--- config.mk ---
export PLATFORM = sky130hd
export DESIGN_NAME = primitive_polygon_vertex_generator
export DESIGN_NICKNAME = d
export VERILOG_FILES = /design/src/rtl/ppvg_pkg.sv /design/src/rtl/ppvg_circle_rom.sv /design/src/rtl/ppvg_seq.sv /design/src/rtl/ppvg_datapath.sv /design/src/rtl/primitive_polygon_vertex_generator.sv
export SDC_FILE = /design/constraint.sdc
export NUM_CORES = 2
export LEC_CHECK = 0
export ABC_AREA = 1
export BUFFER_PORTS_ARGS = -buffer_cell sky130_fd_sc_hd__buf_2
export CAP_MARGIN = 5
export CORE_ASPECT_RATIO = 1.75
export CORE_UTILIZATION = 28
export CTS_BUF_LIST = sky130_fd_sc_hd__clkbuf_16
export DETAILED_ROUTE_END_ITERATION = 16
export GPL_TIMING_DRIVEN = 0
export HOLD_SLACK_MARGIN = 0.15
export PLACE_DENSITY = 0.42
export RECOVER_POWER = 25
export SLEW_MARGIN = 5
export SYNTH_ARGS = -nofsm -noshare
export SYNTH_HDL_FRONTEND = slang
export SYNTH_HIERARCHICAL = 1
export SYNTH_SLANG_ARGS = --single-unit
--- constraint.sdc ---
create_clock -name clk -period 47.5 [get_ports clk]
set_input_delay 0 -clock clk [delete_from_list [all_inputs] [get_ports clk]]
set_output_delay 0 -clock clk [all_outputs]
set_load 0.02 [all_outputs]
--- src/rtl/ppvg_pkg.sv ---
`timescale 1ns / 1ps
`default_nettype none
// ----------------------------------------------------------------------------
// ppvg_pkg
// Shared types, codes and constant functions of the polygon vertex generator.
// ----------------------------------------------------------------------------
package ppvg_pkg;

  localparam int FRAGMENTS_DEF = 10;
  localparam int FRAGMENTS_MAX = 15;
  localparam int MAX_OUT       = 10;
  localparam int PT_W          = $clog2(FRAGMENTS_MAX + 1);
  localparam int CNT_W         = $clog2(MAX_OUT);
  localparam int COORD_W       = 32;
  localparam int MAG_W         = 15;

  localparam logic [63:0] ONE_Q30     = 64'd1073741824;
  localparam logic [63:0] PI_HALF_Q30 = 64'd1686629713;

  // Request kinds
  localparam logic [1:0] REQ_CUBE     = 2'd0;
  localparam logic [1:0] REQ_SPHERE   = 2'd1;
  localparam logic [1:0] REQ_CYLINDER = 2'd2;

  localparam logic [4:0] CUBE_LAST_FACE = 5'd5;

  typedef enum logic [2:0] {
    MODE_EMPTY,
    MODE_CUBE,
    MODE_SIDE_EVEN,
    MODE_SIDE_ODD,
    MODE_CAP_BOT,
    MODE_CAP_TOP
  } mode_t;

  typedef struct packed {
    logic [1:0]                 req_type;
    logic                       centered;
    logic signed [COORD_W-1:0]  size_x;
    logic signed [COORD_W-1:0]  size_y;
    logic signed [COORD_W-1:0]  size_z;
    logic signed [COORD_W-1:0]  height;
    logic signed [COORD_W-1:0]  radius_bottom;
    logic signed [COORD_W-1:0]  radius_top;
    logic [4:0]                 poly_number;
  } req_t;

  typedef struct packed {
    logic signed [COORD_W-1:0]  vertex_x;
    logic signed [COORD_W-1:0]  vertex_y;
    logic signed [COORD_W-1:0]  vertex_z;
    logic                       has_vertex;
    logic                       last_vertex;
  } res_t;

  // One vertex on its way down the pipeline; for ring points x carries the radius.
  typedef struct packed {
    logic                       valid;
    logic                       has;
    logic                       last;
    logic                       cyl;
    logic [PT_W-1:0]            pt;
    logic signed [COORD_W-1:0]  x;
    logic signed [COORD_W-1:0]  y;
    logic signed [COORD_W-1:0]  z;
  } vtx_t;

  typedef struct packed {
    logic               cos_neg;
    logic [MAG_W-1:0]   cos_mag;
    logic               sin_neg;
    logic [MAG_W-1:0]   sin_mag;
  } trig_t;

  // Cube corners, bits {x, y, z}: 1 picks the high corner on that axis.
  localparam logic [2:0] FACE_TAB [6][4] = '{
    '{3'b001, 3'b101, 3'b111, 3'b011},
    '{3'b010, 3'b110, 3'b100, 3'b000},
    '{3'b000, 3'b100, 3'b101, 3'b001},
    '{3'b100, 3'b110, 3'b111, 3'b101},
    '{3'b110, 3'b010, 3'b011, 3'b111},
    '{3'b010, 3'b000, 3'b001, 3'b011}
  };

  function automatic logic [63:0] sin_term(input logic [63:0] v, input int k);
    case (k)
      1:       sin_term = v / 64'd6;
      2:       sin_term = v / 64'd20;
      3:       sin_term = v / 64'd42;
      4:       sin_term = v / 64'd72;
      5:       sin_term = v / 64'd110;
      6:       sin_term = v / 64'd156;
      7:       sin_term = v / 64'd210;
      default: sin_term = v / 64'd272;
    endcase
  endfunction

  function automatic logic [63:0] cos_term(input logic [63:0] v, input int k);
    case (k)
      1:       cos_term = v / 64'd2;
      2:       cos_term = v / 64'd12;
      3:       cos_term = v / 64'd30;
      4:       cos_term = v / 64'd56;
      5:       cos_term = v / 64'd90;
      6:       cos_term = v / 64'd132;
      7:       cos_term = v / 64'd182;
      default: cos_term = v / 64'd240;
    endcase
  endfunction

  // Clamp to [0, 1.0] in Q30, round half up to Q0.15, saturate.
  function automatic logic [MAG_W-1:0] to_q15(input longint v);
    longint      w;
    logic [63:0] q;
    w = v;
    if (w < 0) w = 0;
    if (w > longint'(ONE_Q30)) w = longint'(ONE_Q30);
    q = (64'(w) + 64'd16384) >> 15;
    if (q > 64'd32767) q = 64'd32767;
    return q[MAG_W-1:0];
  endfunction

  // Returns {sin, cos} magnitudes of a first-quadrant angle given in Q30.
  function automatic logic [2*MAG_W-1:0] sin_cos_q15(input logic [63:0] x);
    logic [63:0] x2;
    logic [63:0] ts;
    logic [63:0] tc;
    longint      ss;
    longint      cc;
    x2 = (x * x) >> 30;
    ts = x;
    tc = ONE_Q30;
    ss = longint'(x);
    cc = longint'(ONE_Q30);
    for (int k = 1; k <= 8; k++) begin
      ts = sin_term((ts * x2) >> 30, k);
      tc = cos_term((tc * x2) >> 30, k);
      if ((k & 1) != 0) begin
        ss = ss - longint'(ts);
        cc = cc - longint'(tc);
      end else begin
        ss = ss + longint'(ts);
        cc = cc + longint'(tc);
      end
    end
    return {to_q15(ss), to_q15(cc)};
  endfunction

endpackage
`default_nettype wire

--- src/rtl/ppvg_circle_rom.sv ---
`timescale 1ns / 1ps
`default_nettype none
// ----------------------------------------------------------------------------
// ppvg_circle_rom
// Unit circle table, one point per fragment, as sign and Q0.15 magnitude.
// ----------------------------------------------------------------------------
module ppvg_circle_rom
  import ppvg_pkg::*;
#(
  parameter int FRAGMENTS = FRAGMENTS_DEF
) (
  input  wire logic [PT_W-1:0] pt,
  output trig_t                trig
);

  localparam int IDX_W = $clog2(FRAGMENTS);

  trig_t tab [FRAGMENTS];

  for (genvar gi = 0; gi < FRAGMENTS; gi++) begin : g_point
    localparam logic [63:0] QD = 64'(4 * gi) / FRAGMENTS;
    localparam logic [63:0] RD = 64'(4 * gi) - QD * FRAGMENTS;
    localparam logic [63:0] XD = (PI_HALF_Q30 * RD + FRAGMENTS / 2) / FRAGMENTS;
    localparam logic [2*MAG_W-1:0] SC = sin_cos_q15(XD);
    localparam logic [MAG_W-1:0] SQ = SC[2*MAG_W-1:MAG_W];
    localparam logic [MAG_W-1:0] CQ = SC[MAG_W-1:0];
    localparam trig_t ENTRY = '{
      cos_neg: (QD == 64'd1) || (QD == 64'd2),
      cos_mag: QD[0] ? SQ : CQ,
      sin_neg: (QD >= 64'd2),
      sin_mag: QD[0] ? CQ : SQ
    };
    assign tab[gi] = ENTRY;
  end

  assign trig = (pt < PT_W'(FRAGMENTS)) ? tab[pt[IDX_W-1:0]] : '0;

endmodule
`default_nettype wire

--- src/rtl/ppvg_seq.sv ---
`timescale 1ns / 1ps
`default_nettype none
// ----------------------------------------------------------------------------
// ppvg_seq
// Request decode and vertex sequencer: one vertex descriptor per cycle.
// ----------------------------------------------------------------------------
module ppvg_seq
  import ppvg_pkg::*;
#(
  parameter int FRAGMENTS = FRAGMENTS_DEF
) (
  input  wire logic clk,
  input  wire logic rst,
  input  wire logic start,
  input  req_t      req,
  output logic      busy,
  output vtx_t      iss
);

  localparam int CAP_N = (FRAGMENTS < MAX_OUT) ? FRAGMENTS : MAX_OUT;

  logic                       active;
  logic [CNT_W-1:0]           cnt;
  logic [CNT_W-1:0]           last_idx;
  mode_t                      mode;
  logic [2:0]                 face;
  logic signed [COORD_W-1:0]  lo [3];
  logic signed [COORD_W-1:0]  hi [3];
  logic signed [COORD_W-1:0]  z1;
  logic signed [COORD_W-1:0]  z2;
  logic signed [COORD_W-1:0]  r1;
  logic signed [COORD_W-1:0]  r2;
  logic [PT_W-1:0]            pi;
  logic [PT_W-1:0]            pj;

  mode_t                      mode_next;
  logic [CNT_W-1:0]           last_idx_next;
  logic [PT_W-1:0]            pi_next;
  logic [PT_W-1:0]            pj_next;
  logic                       cube_ok;
  logic                       cyl_ok;
  logic [5:0]                 pn;
  logic                       accept;
  logic [2:0]                 corner;

  assign accept = start && !busy;
  assign busy   = active && (cnt != last_idx);
  assign pn     = {1'b0, req.poly_number};

  always_comb begin
    cube_ok = (req.size_x > 0) && (req.size_y > 0) && (req.size_z > 0) &&
              (req.poly_number <= CUBE_LAST_FACE);
    cyl_ok  = (req.height > 0) && (req.radius_bottom >= 0) && (req.radius_top >= 0) &&
              ((req.radius_bottom != 0) || (req.radius_top != 0));
    pi_next = PT_W'(req.poly_number >> 1);
    pj_next = (pi_next == PT_W'(FRAGMENTS - 1)) ? '0 : pi_next + 1'b1;
    mode_next     = MODE_EMPTY;
    last_idx_next = '0;
    case (req.req_type)
      REQ_CUBE: begin
        if (cube_ok) begin
          mode_next     = MODE_CUBE;
          last_idx_next = CNT_W'(3);
        end
      end
      REQ_CYLINDER: begin
        if (cyl_ok) begin
          if (pn < 6'(2 * FRAGMENTS)) begin
            mode_next     = req.poly_number[0] ? MODE_SIDE_ODD : MODE_SIDE_EVEN;
            last_idx_next = CNT_W'(2);
          end else if ((pn == 6'(2 * FRAGMENTS)) && (req.radius_bottom != 0)) begin
            mode_next     = MODE_CAP_BOT;
            last_idx_next = CNT_W'(CAP_N - 1);
          end else if ((pn == 6'(2 * FRAGMENTS + 1)) && (req.radius_top != 0)) begin
            mode_next     = MODE_CAP_TOP;
            last_idx_next = CNT_W'(CAP_N - 1);
          end
        end
      end
      default: begin
        mode_next     = MODE_EMPTY;
        last_idx_next = '0;
      end
    endcase
  end

  always_ff @(posedge clk) begin
    if (rst) begin
      active <= 1'b0;
      cnt    <= '0;
    end else if (accept) begin
      active <= 1'b1;
      cnt    <= '0;
    end else if (active) begin
      if (cnt == last_idx) begin
        active <= 1'b0;
      end else begin
        cnt <= cnt + 1'b1;
      end
    end
  end

  // Payload of the request being sequenced
  always_ff @(posedge clk) begin
    if (accept) begin
      mode     <= mode_next;
      last_idx <= last_idx_next;
      face     <= req.poly_number[2:0];
      pi       <= pi_next;
      pj       <= pj_next;
      r1       <= req.radius_bottom;
      r2       <= req.radius_top;
      lo[0]    <= req.centered ? -(req.size_x >>> 1) : '0;
      lo[1]    <= req.centered ? -(req.size_y >>> 1) : '0;
      lo[2]    <= req.centered ? -(req.size_z >>> 1) : '0;
      hi[0]    <= req.centered ? (req.size_x >>> 1) : req.size_x;
      hi[1]    <= req.centered ? (req.size_y >>> 1) : req.size_y;
      hi[2]    <= req.centered ? (req.size_z >>> 1) : req.size_z;
      z1       <= req.centered ? -(req.height >>> 1) : '0;
      z2       <= req.centered ? (req.height >>> 1) : req.height;
    end
  end

  assign corner = FACE_TAB[face][cnt[1:0]];

  always_comb begin
    iss       = '0;
    iss.valid = active;
    iss.last  = (cnt == last_idx);
    iss.has   = 1'b1;
    unique case (mode)
      MODE_CUBE: begin
        iss.x = corner[2] ? hi[0] : lo[0];
        iss.y = corner[1] ? hi[1] : lo[1];
        iss.z = corner[0] ? hi[2] : lo[2];
      end
      MODE_SIDE_EVEN: begin
        iss.cyl = 1'b1;
        case (cnt)
          CNT_W'(0): begin iss.x = r1; iss.pt = pi; iss.z = z1; end
          CNT_W'(1): begin iss.x = r2; iss.pt = pi; iss.z = z2; end
          default:   begin iss.x = r1; iss.pt = pj; iss.z = z1; end
        endcase
      end
      MODE_SIDE_ODD: begin
        iss.cyl = 1'b1;
        case (cnt)
          CNT_W'(0): begin iss.x = r2; iss.pt = pi; iss.z = z2; end
          CNT_W'(1): begin iss.x = r2; iss.pt = pj; iss.z = z2; end
          default:   begin iss.x = r1; iss.pt = pj; iss.z = z1; end
        endcase
      end
      MODE_CAP_BOT: begin
        iss.cyl = 1'b1;
        iss.x   = r1;
        iss.pt  = PT_W'(cnt);
        iss.z   = z1;
      end
      MODE_CAP_TOP: begin
        // top cap walks the ring backwards
        iss.cyl = 1'b1;
        iss.x   = r2;
        iss.pt  = PT_W'(FRAGMENTS - 1) - PT_W'(cnt);
        iss.z   = z2;
      end
      default: begin
        iss.has = 1'b0;
      end
    endcase
  end

`ifndef ASSERT_OFF
  a_accept_issues: assert property (@(posedge clk) disable iff (rst)
    accept |=> (iss.valid && (cnt == '0)))
    else $error("accepted request did not start issuing");

  a_cnt_bound: assert property (@(posedge clk) disable iff (rst)
    active |-> (cnt <= last_idx))
    else $error("vertex counter ran past the last vertex");

  a_last_idles: assert property (@(posedge clk) disable iff (rst)
    (iss.valid && iss.last && !accept) |=> !iss.valid)
    else $error("issue continued after the last vertex");
`endif

endmodule
`default_nettype wire

--- src/rtl/ppvg_datapath.sv ---
`timescale 1ns / 1ps
`default_nettype none
// ----------------------------------------------------------------------------
// ppvg_datapath
// Ring lookup, radius scaling and output register, three stages deep.
// ----------------------------------------------------------------------------
module ppvg_datapath
  import ppvg_pkg::*;
#(
  parameter int FRAGMENTS = FRAGMENTS_DEF
) (
  input  wire logic clk,
  input  wire logic rst,
  input  vtx_t      iss,
  output logic      res_valid,
  output res_t      res
);

  localparam int PROD_W = COORD_W - 1 + MAG_W;

  trig_t               trig_lu;
  vtx_t                d2;
  trig_t               trig2;
  vtx_t                d3;
  logic                cneg3;
  logic                sneg3;
  logic [PROD_W-1:0]   prod_c;
  logic [PROD_W-1:0]   prod_s;
  logic [PROD_W-1:0]   sum_c;
  logic [PROD_W-1:0]   sum_s;
  logic [COORD_W-1:0]  mag_x;
  logic [COORD_W-1:0]  mag_y;
  logic [COORD_W-1:0]  ring_x;
  logic [COORD_W-1:0]  ring_y;

  ppvg_circle_rom #(
    .FRAGMENTS(FRAGMENTS)
  ) u_rom (
    .pt   (iss.pt),
    .trig (trig_lu)
  );

  // Stage 2: table value
  always_ff @(posedge clk) begin
    if (rst) begin
      d2 <= '0;
    end else begin
      d2 <= iss;
    end
    trig2 <= trig_lu;
  end

  // Stage 3: radius times magnitude; radius is known non-negative here
  always_ff @(posedge clk) begin
    if (rst) begin
      d3 <= '0;
    end else begin
      d3 <= d2;
    end
    cneg3  <= trig2.cos_neg;
    sneg3  <= trig2.sin_neg;
    prod_c <= PROD_W'(d2.x[COORD_W-2:0]) * PROD_W'(trig2.cos_mag);
    prod_s <= PROD_W'(d2.x[COORD_W-2:0]) * PROD_W'(trig2.sin_mag);
  end

  // Round half up at bit 15, then apply the table sign
  always_comb begin
    sum_c  = prod_c + PROD_W'(16384);
    sum_s  = prod_s + PROD_W'(16384);
    mag_x  = {1'b0, sum_c[PROD_W-1:MAG_W]};
    mag_y  = {1'b0, sum_s[PROD_W-1:MAG_W]};
    ring_x = cneg3 ? -mag_x : mag_x;
    ring_y = sneg3 ? -mag_y : mag_y;
  end

  // Stage 4: result register
  always_ff @(posedge clk) begin
    res.vertex_x    <= d3.cyl ? ring_x : d3.x;
    res.vertex_y    <= d3.cyl ? ring_y : d3.y;
    res.vertex_z    <= d3.z;
    res.has_vertex  <= d3.has;
    res.last_vertex <= d3.last;
    if (rst) begin
      res_valid <= 1'b0;
    end else begin
      res_valid <= d3.valid;
    end
  end

`ifndef ASSERT_OFF
  a_latency: assert property (@(posedge clk) disable iff (rst)
    iss.valid |-> ##3 res_valid)
    else $error("issued vertex did not reach the result port");

  a_empty_beat: assert property (@(posedge clk) disable iff (rst)
    (res_valid && !res.has_vertex) |->
      (res.last_vertex && (res.vertex_x == 0) && (res.vertex_y == 0) &&
       (res.vertex_z == 0)))
    else $error("empty result is not a zero last beat");

  a_ring_radius: assert property (@(posedge clk) disable iff (rst)
    (d2.valid && d2.cyl) |-> !d2.x[COORD_W-1])
    else $error("negative radius reached the scaler");
`endif

endmodule
`default_nettype wire

--- src/rtl/primitive_polygon_vertex_generator.sv ---
`timescale 1ns / 1ps
`default_nettype none
// ----------------------------------------------------------------------------
// primitive_polygon_vertex_generator
// Emits the vertices of one cube, cylinder or empty polygon per request.
// ----------------------------------------------------------------------------
// Each vertex passes from the sequencer through the d2, d3 and result registers to res.
// Throughput: one vertex per cycle; a request holds the sequencer while its vertices
// (1, 3, 4 or min(FRAGMENTS, 10)) issue, and the next start is taken in the
// cycle that issues the last vertex, in which busy is low.
// The result side cannot stall; every beat is a single-cycle strobe on res_valid.
// Reset: synchronous rst clears the sequencer and all stage valid bits.
module primitive_polygon_vertex_generator
  import ppvg_pkg::*;
#(
  parameter int FRAGMENTS = FRAGMENTS_DEF
) (
  input  wire logic clk,
  input  wire logic rst,
  input  wire logic start,
  input  req_t      req,
  output logic      busy,
  output logic      res_valid,
  output res_t      res
);

  vtx_t iss;

  ppvg_seq #(
    .FRAGMENTS(FRAGMENTS)
  ) u_seq (
    .clk   (clk),
    .rst   (rst),
    .start (start),
    .req   (req),
    .busy  (busy),
    .iss   (iss)
  );

  ppvg_datapath #(
    .FRAGMENTS(FRAGMENTS)
  ) u_datapath (
    .clk       (clk),
    .rst       (rst),
    .iss       (iss),
    .res_valid (res_valid),
    .res       (res)
  );

endmodule
`default_nettype wire
==> flow_metrics.py <==
metrics = {
    "timing": {
        "maxSlewViolCount": 0,
        "timing.slew.headroom": 0.0219,
        "worst_slack_ns": 38.81,
        "post-route-period-util": 0.183,
        "worst_pin_slew_ns": 1.47,
        "setup_viol": 0,
        "fin_skew_ns": 0.0757,
        "fin_tns_setup_ns": 0,
        "fmax_mhz": 115,
        "period_needed_ns": 8.69,
        "hold_viol": 0,
        "rsz0062_at_grt": "false",
    },
    "critical_path": {
        "start_kind": "flop",
        "cp.arrival_ns": 9.30,
        "path_class": "flop to flop",
        "r2r_setup_slack_ns": 38.81,
        "critical_path_peak_fanout": 10,
        "reg2reg_depth": 20,
        "cp.required_ns": 48.11,
        "rr_startpoint": "u_datapath/d2[65]",
        "crit_path_end_kind": "flop",
        "r2r_end": "u_datapath/prod_s[45]",
    },
    "cells_and_area": {
        "regArea_sq_um": 18100,
        "drive_gt1_frac": 0.0483,
        "nets": 10300,
        "multiInputGateArea_sq_um": 36900,
        "syn_to_final_growth_pct": 18.9,
        "fillCellCount": 24600,
    },
    "floorplanning": {
        "die_w_um": 363,
        "placement_rows": 231,
        "dieHeight_um": 634,
        "initial_core_util": 0.282,
        "ioPinCount": 303,
        "die_area_sq_um": 230000,
        "coreArea_sq_um": 226000,
    },
    "yosys": {
        "ys_ff_latch": 736,
        "synth-async-reset-ratio": 0,
        "synth_top_area_frac": 0.235,
        "ys_seq_area_frac": 0.283,
        "synth-edff-count": 334,
        "synth_top_area_cell": "fa_1",
        "syn_area_sq_um": 63800,
        "synthCells": 8308,
        "ys_top_cells_by_area": "fa_1 (23%), edfxtp_1 (16%), dfxtp_1 (13%), nand2_1 (12%), inv_1 (12%)",
        "synth_warnings": 6,
        "synth_area_per_cell_sq_um": 7.68,
        "ys_types": 54,
        "synth-main-ff-cell": "dfxtp_1",
    },
    "global_route": {
        "grt.overflow.total": 0,
        "met1_usage": 0.226,
        "grt_pass1_vias": 61400,
        "antenna_found_initial": 21,
        "grt_first_pass_wirelength_um": 422000,
        "met2_usage": 0.506,
        "grt_most_used_layer": "met2",
        "grt_usage": 0.259,
        "grt_start_max_net_pins": 34,
        "use_met3": 0.0300,
    },
    "route": {
        "ant_nets": 0,
        "viasPerCell": 4.66,
        "wl_per_cell_um": 24.3,
        "dr.pass1.iters": 6,
        "first_iter_violations": 3652,
        "drt-total-wl_um": 297000,
        "drcViolationCount": 0,
        "vias": 56900,
    },
    "cts": {
        "cts_setup_buffers": 0,
        "cts_tree": "yes",
        "cts_root_buf": "clkbuf_16",
        "clock_latency_ns": 0.75,
        "cts_hold_buf": 383,
        "cts.sinks": 736,
        "htreeDepth": 3,
        "cts.repair.resized": 0,
        "cts_buffers": 81,
        "clk_pin_slew_ns": 0.08,
        "clockBufferDepth": 3,
    },
    "hold_path": {
        "min_to": "u_seq/hi[0][40]",
        "hold_start": "req[142]",
        "hold_path_class": "input pin to flop",
        "min_path_cells": 4,
    },
    "job": {
        "drv_cap": 0,
    },
    "placement": {
        "place_congestion": 1.01,
        "preCtsSetupSlack_ns": 39.06,
        "portBuffers": 301,
        "dp_hpwl_um": 248000,
    },
    "run_status": {
        "status": "finished clean",
    },
    "pwr": {
        "p_int_uw": 2010,
        "clkPwrFrac": 0.147,
        "power.density_nw_per_um2": 60.9,
        "leakagePower_uw": 0.0375,
        "vdd_drop_max_mv": 0.106,
        "swShare": 0.564,
        "power.switching_uw": 2600,
        "seqPwrFrac": 0.181,
        "comb_power_share": 0.672,
    },
}
worst max path at each step:
stage	from	end	slack, ns	depth (start not counted)
2_1_floorplan	u_seq/cnt[0]	u_seq/face[0]	31.43	9
3_3_place_gp	u_seq/cnt[1]	u_seq/r1[22]	24.25	8
3_5_place_dp	u_datapath/d2[65]	u_datapath/prod_s[45]	39.06	20
4_1_cts	u_datapath/d2[65]	u_datapath/prod_s[45]	39.08	20
5_1_grt	u_datapath/d2[65]	u_datapath/prod_s[45]	38.88	20
6_report	u_datapath/d2[65]	u_datapath/prod_s[45]	38.81	20
metal layers:
metal	wire length, um	share of wire
met5	68	0.00023
met1	90900	0.31
met3	11200	0.038
met2	162000	0.55
met4	32800	0.11
synth_stat cells, types with 16 or more instances:
| library cell | number |
|---|---|
| nand2_1 | 2057 |
| o221ai_1 | 33 |
| nand2_2 | 27 |
| o21a_1 | 19 |
| o21bai_1 | 26 |
| o211ai_1 | 35 |
| nand4_1 | 78 |
| xor2_1 | 68 |
| clkbuf_1 | 271 |
| dfxtp_1 | 402 |
| o21ai_0 | 413 |
| nor2_2 | 24 |
| nor2_1 | 827 |
| buf_4 | 31 |
| edfxtp_1 | 334 |
| inv_1 | 1960 |
| fa_1 | 748 |
| nand3_1 | 225 |
| xnor2_1 | 35 |
| ha_1 | 234 |
| inv_2 | 17 |
| nor3_1 | 60 |
| a31oi_1 | 16 |
| buf_2 | 27 |
| a21oi_1 | 232 |
worst max-delay path, cell delays in order (launching register included):
cell and delay [ns]:
dfxtp_1 0.53, clkbuf_1 0.76, buf_1 0.70, nand2_1 0.17, fa_1 0.54, fa_1 0.49, inv_1 0.06, fa_1 0.53
fa_1 0.56, fa_1 0.56, inv_1 0.06, fa_1 0.58, inv_1 0.06, ha_1 0.42, a21oi_1 0.44, o21ai_0 0.27
a21oi_1 0.22, o21ai_0 0.10, a21oi_1 0.81, o21ai_0 0.46, xor2_1 0.25
power groups by stage:
stage,logic [uW],registers [uW],clock network [uW]
after floorplan,1720,821,0
after global placement,3050,865,0
after detailed placement,3050,849,0
after CTS,3100,836,696
after global routing,3330,840,718
final,3100,837,681
per-stage QoR:
| step | cell area [sq um] | cells | power [uW] | hold WS [ns] | util |
|---|---|---|---|---|---|
| floorplan | 63800 | 8310 | 2540 | 0.0691 | - |
| global placement | 69100 | 11600 | 3920 | 0.195 | 0.305 |
| detailed placement | 69400 | 11700 | 3900 | 0.201 | 0.307 |
| CTS | 76000 | 12200 | 4640 | 0.150 | 0.336 |
| global route | 75900 | 12200 | 4890 | 0.182 | 0.335 |
| finish | 75900 | 12200 | 4620 | 0.195 | 0.335 |
kinds of logic (layout without fill, tap and decap cells):
family / count (synthesis) / in the layout / share of synthesized area
AND/OR/NAND/NOR: 3354 / 3354 / 0.213
buffers and inverters: 2316 / 3165 / 0.139
adder cells (fa/ha/maj): 982 / 982 / 0.280
AO/OA/AOI/OAI: 816 / 816 / 0.0711
flip-flops: 736 / 736 / 0.283
XOR/XNOR: 103 / 103 / 0.0141
other: 1 / 18 / 0.0000587
final cells by class:
type | count | area share
antenna | 15 | 0.000495
timing repair buffer | 698 | 0.0712
sequential | 736 | 0.238
inverter | 1977 | 0.0978
tap | 3029 | 0.0499
buffer | 339 | 0.0187
clock buffer | 83 | 0.0274
clock inverter | 68 | 0.00955
multi-input combinational | 5258 | 0.487
registers in the layout (all words and copies together), names as in the netlist, 2 cells and up:
register,flops
u_seq/cnt,4
u_seq/r2,32
u_seq/mode,2
u_seq/face,2
u_datapath/prod_c,32
u_seq/hi,96
u_seq/pi,3
u_datapath/res,98
u_seq/z1,32
u_seq/lo,96
u_seq/r1,32
u_seq/last_idx,3
u_datapath/d3,100
u_datapath/prod_s,32
u_datapath/trig2,32
u_seq/pj,4
u_seq/z2,32
u_datapath/d2,100
placed cells by master (no fill, tap or decap), drive strengths merged, types with 36 or more instances in the layout:
master and n:
nand2 2088, inv 1996, nor2 865, fa 748
clkbuf 528, o21ai 425, dfxtp 402, dlygate4sd3 383
edfxtp 334, ha 234, a21oi 232, nand3 230
buf 209, nand4 79, xor2 68, nor3 63
clkinv 37, o211ai 36
(Power assumes the default switching activity.)
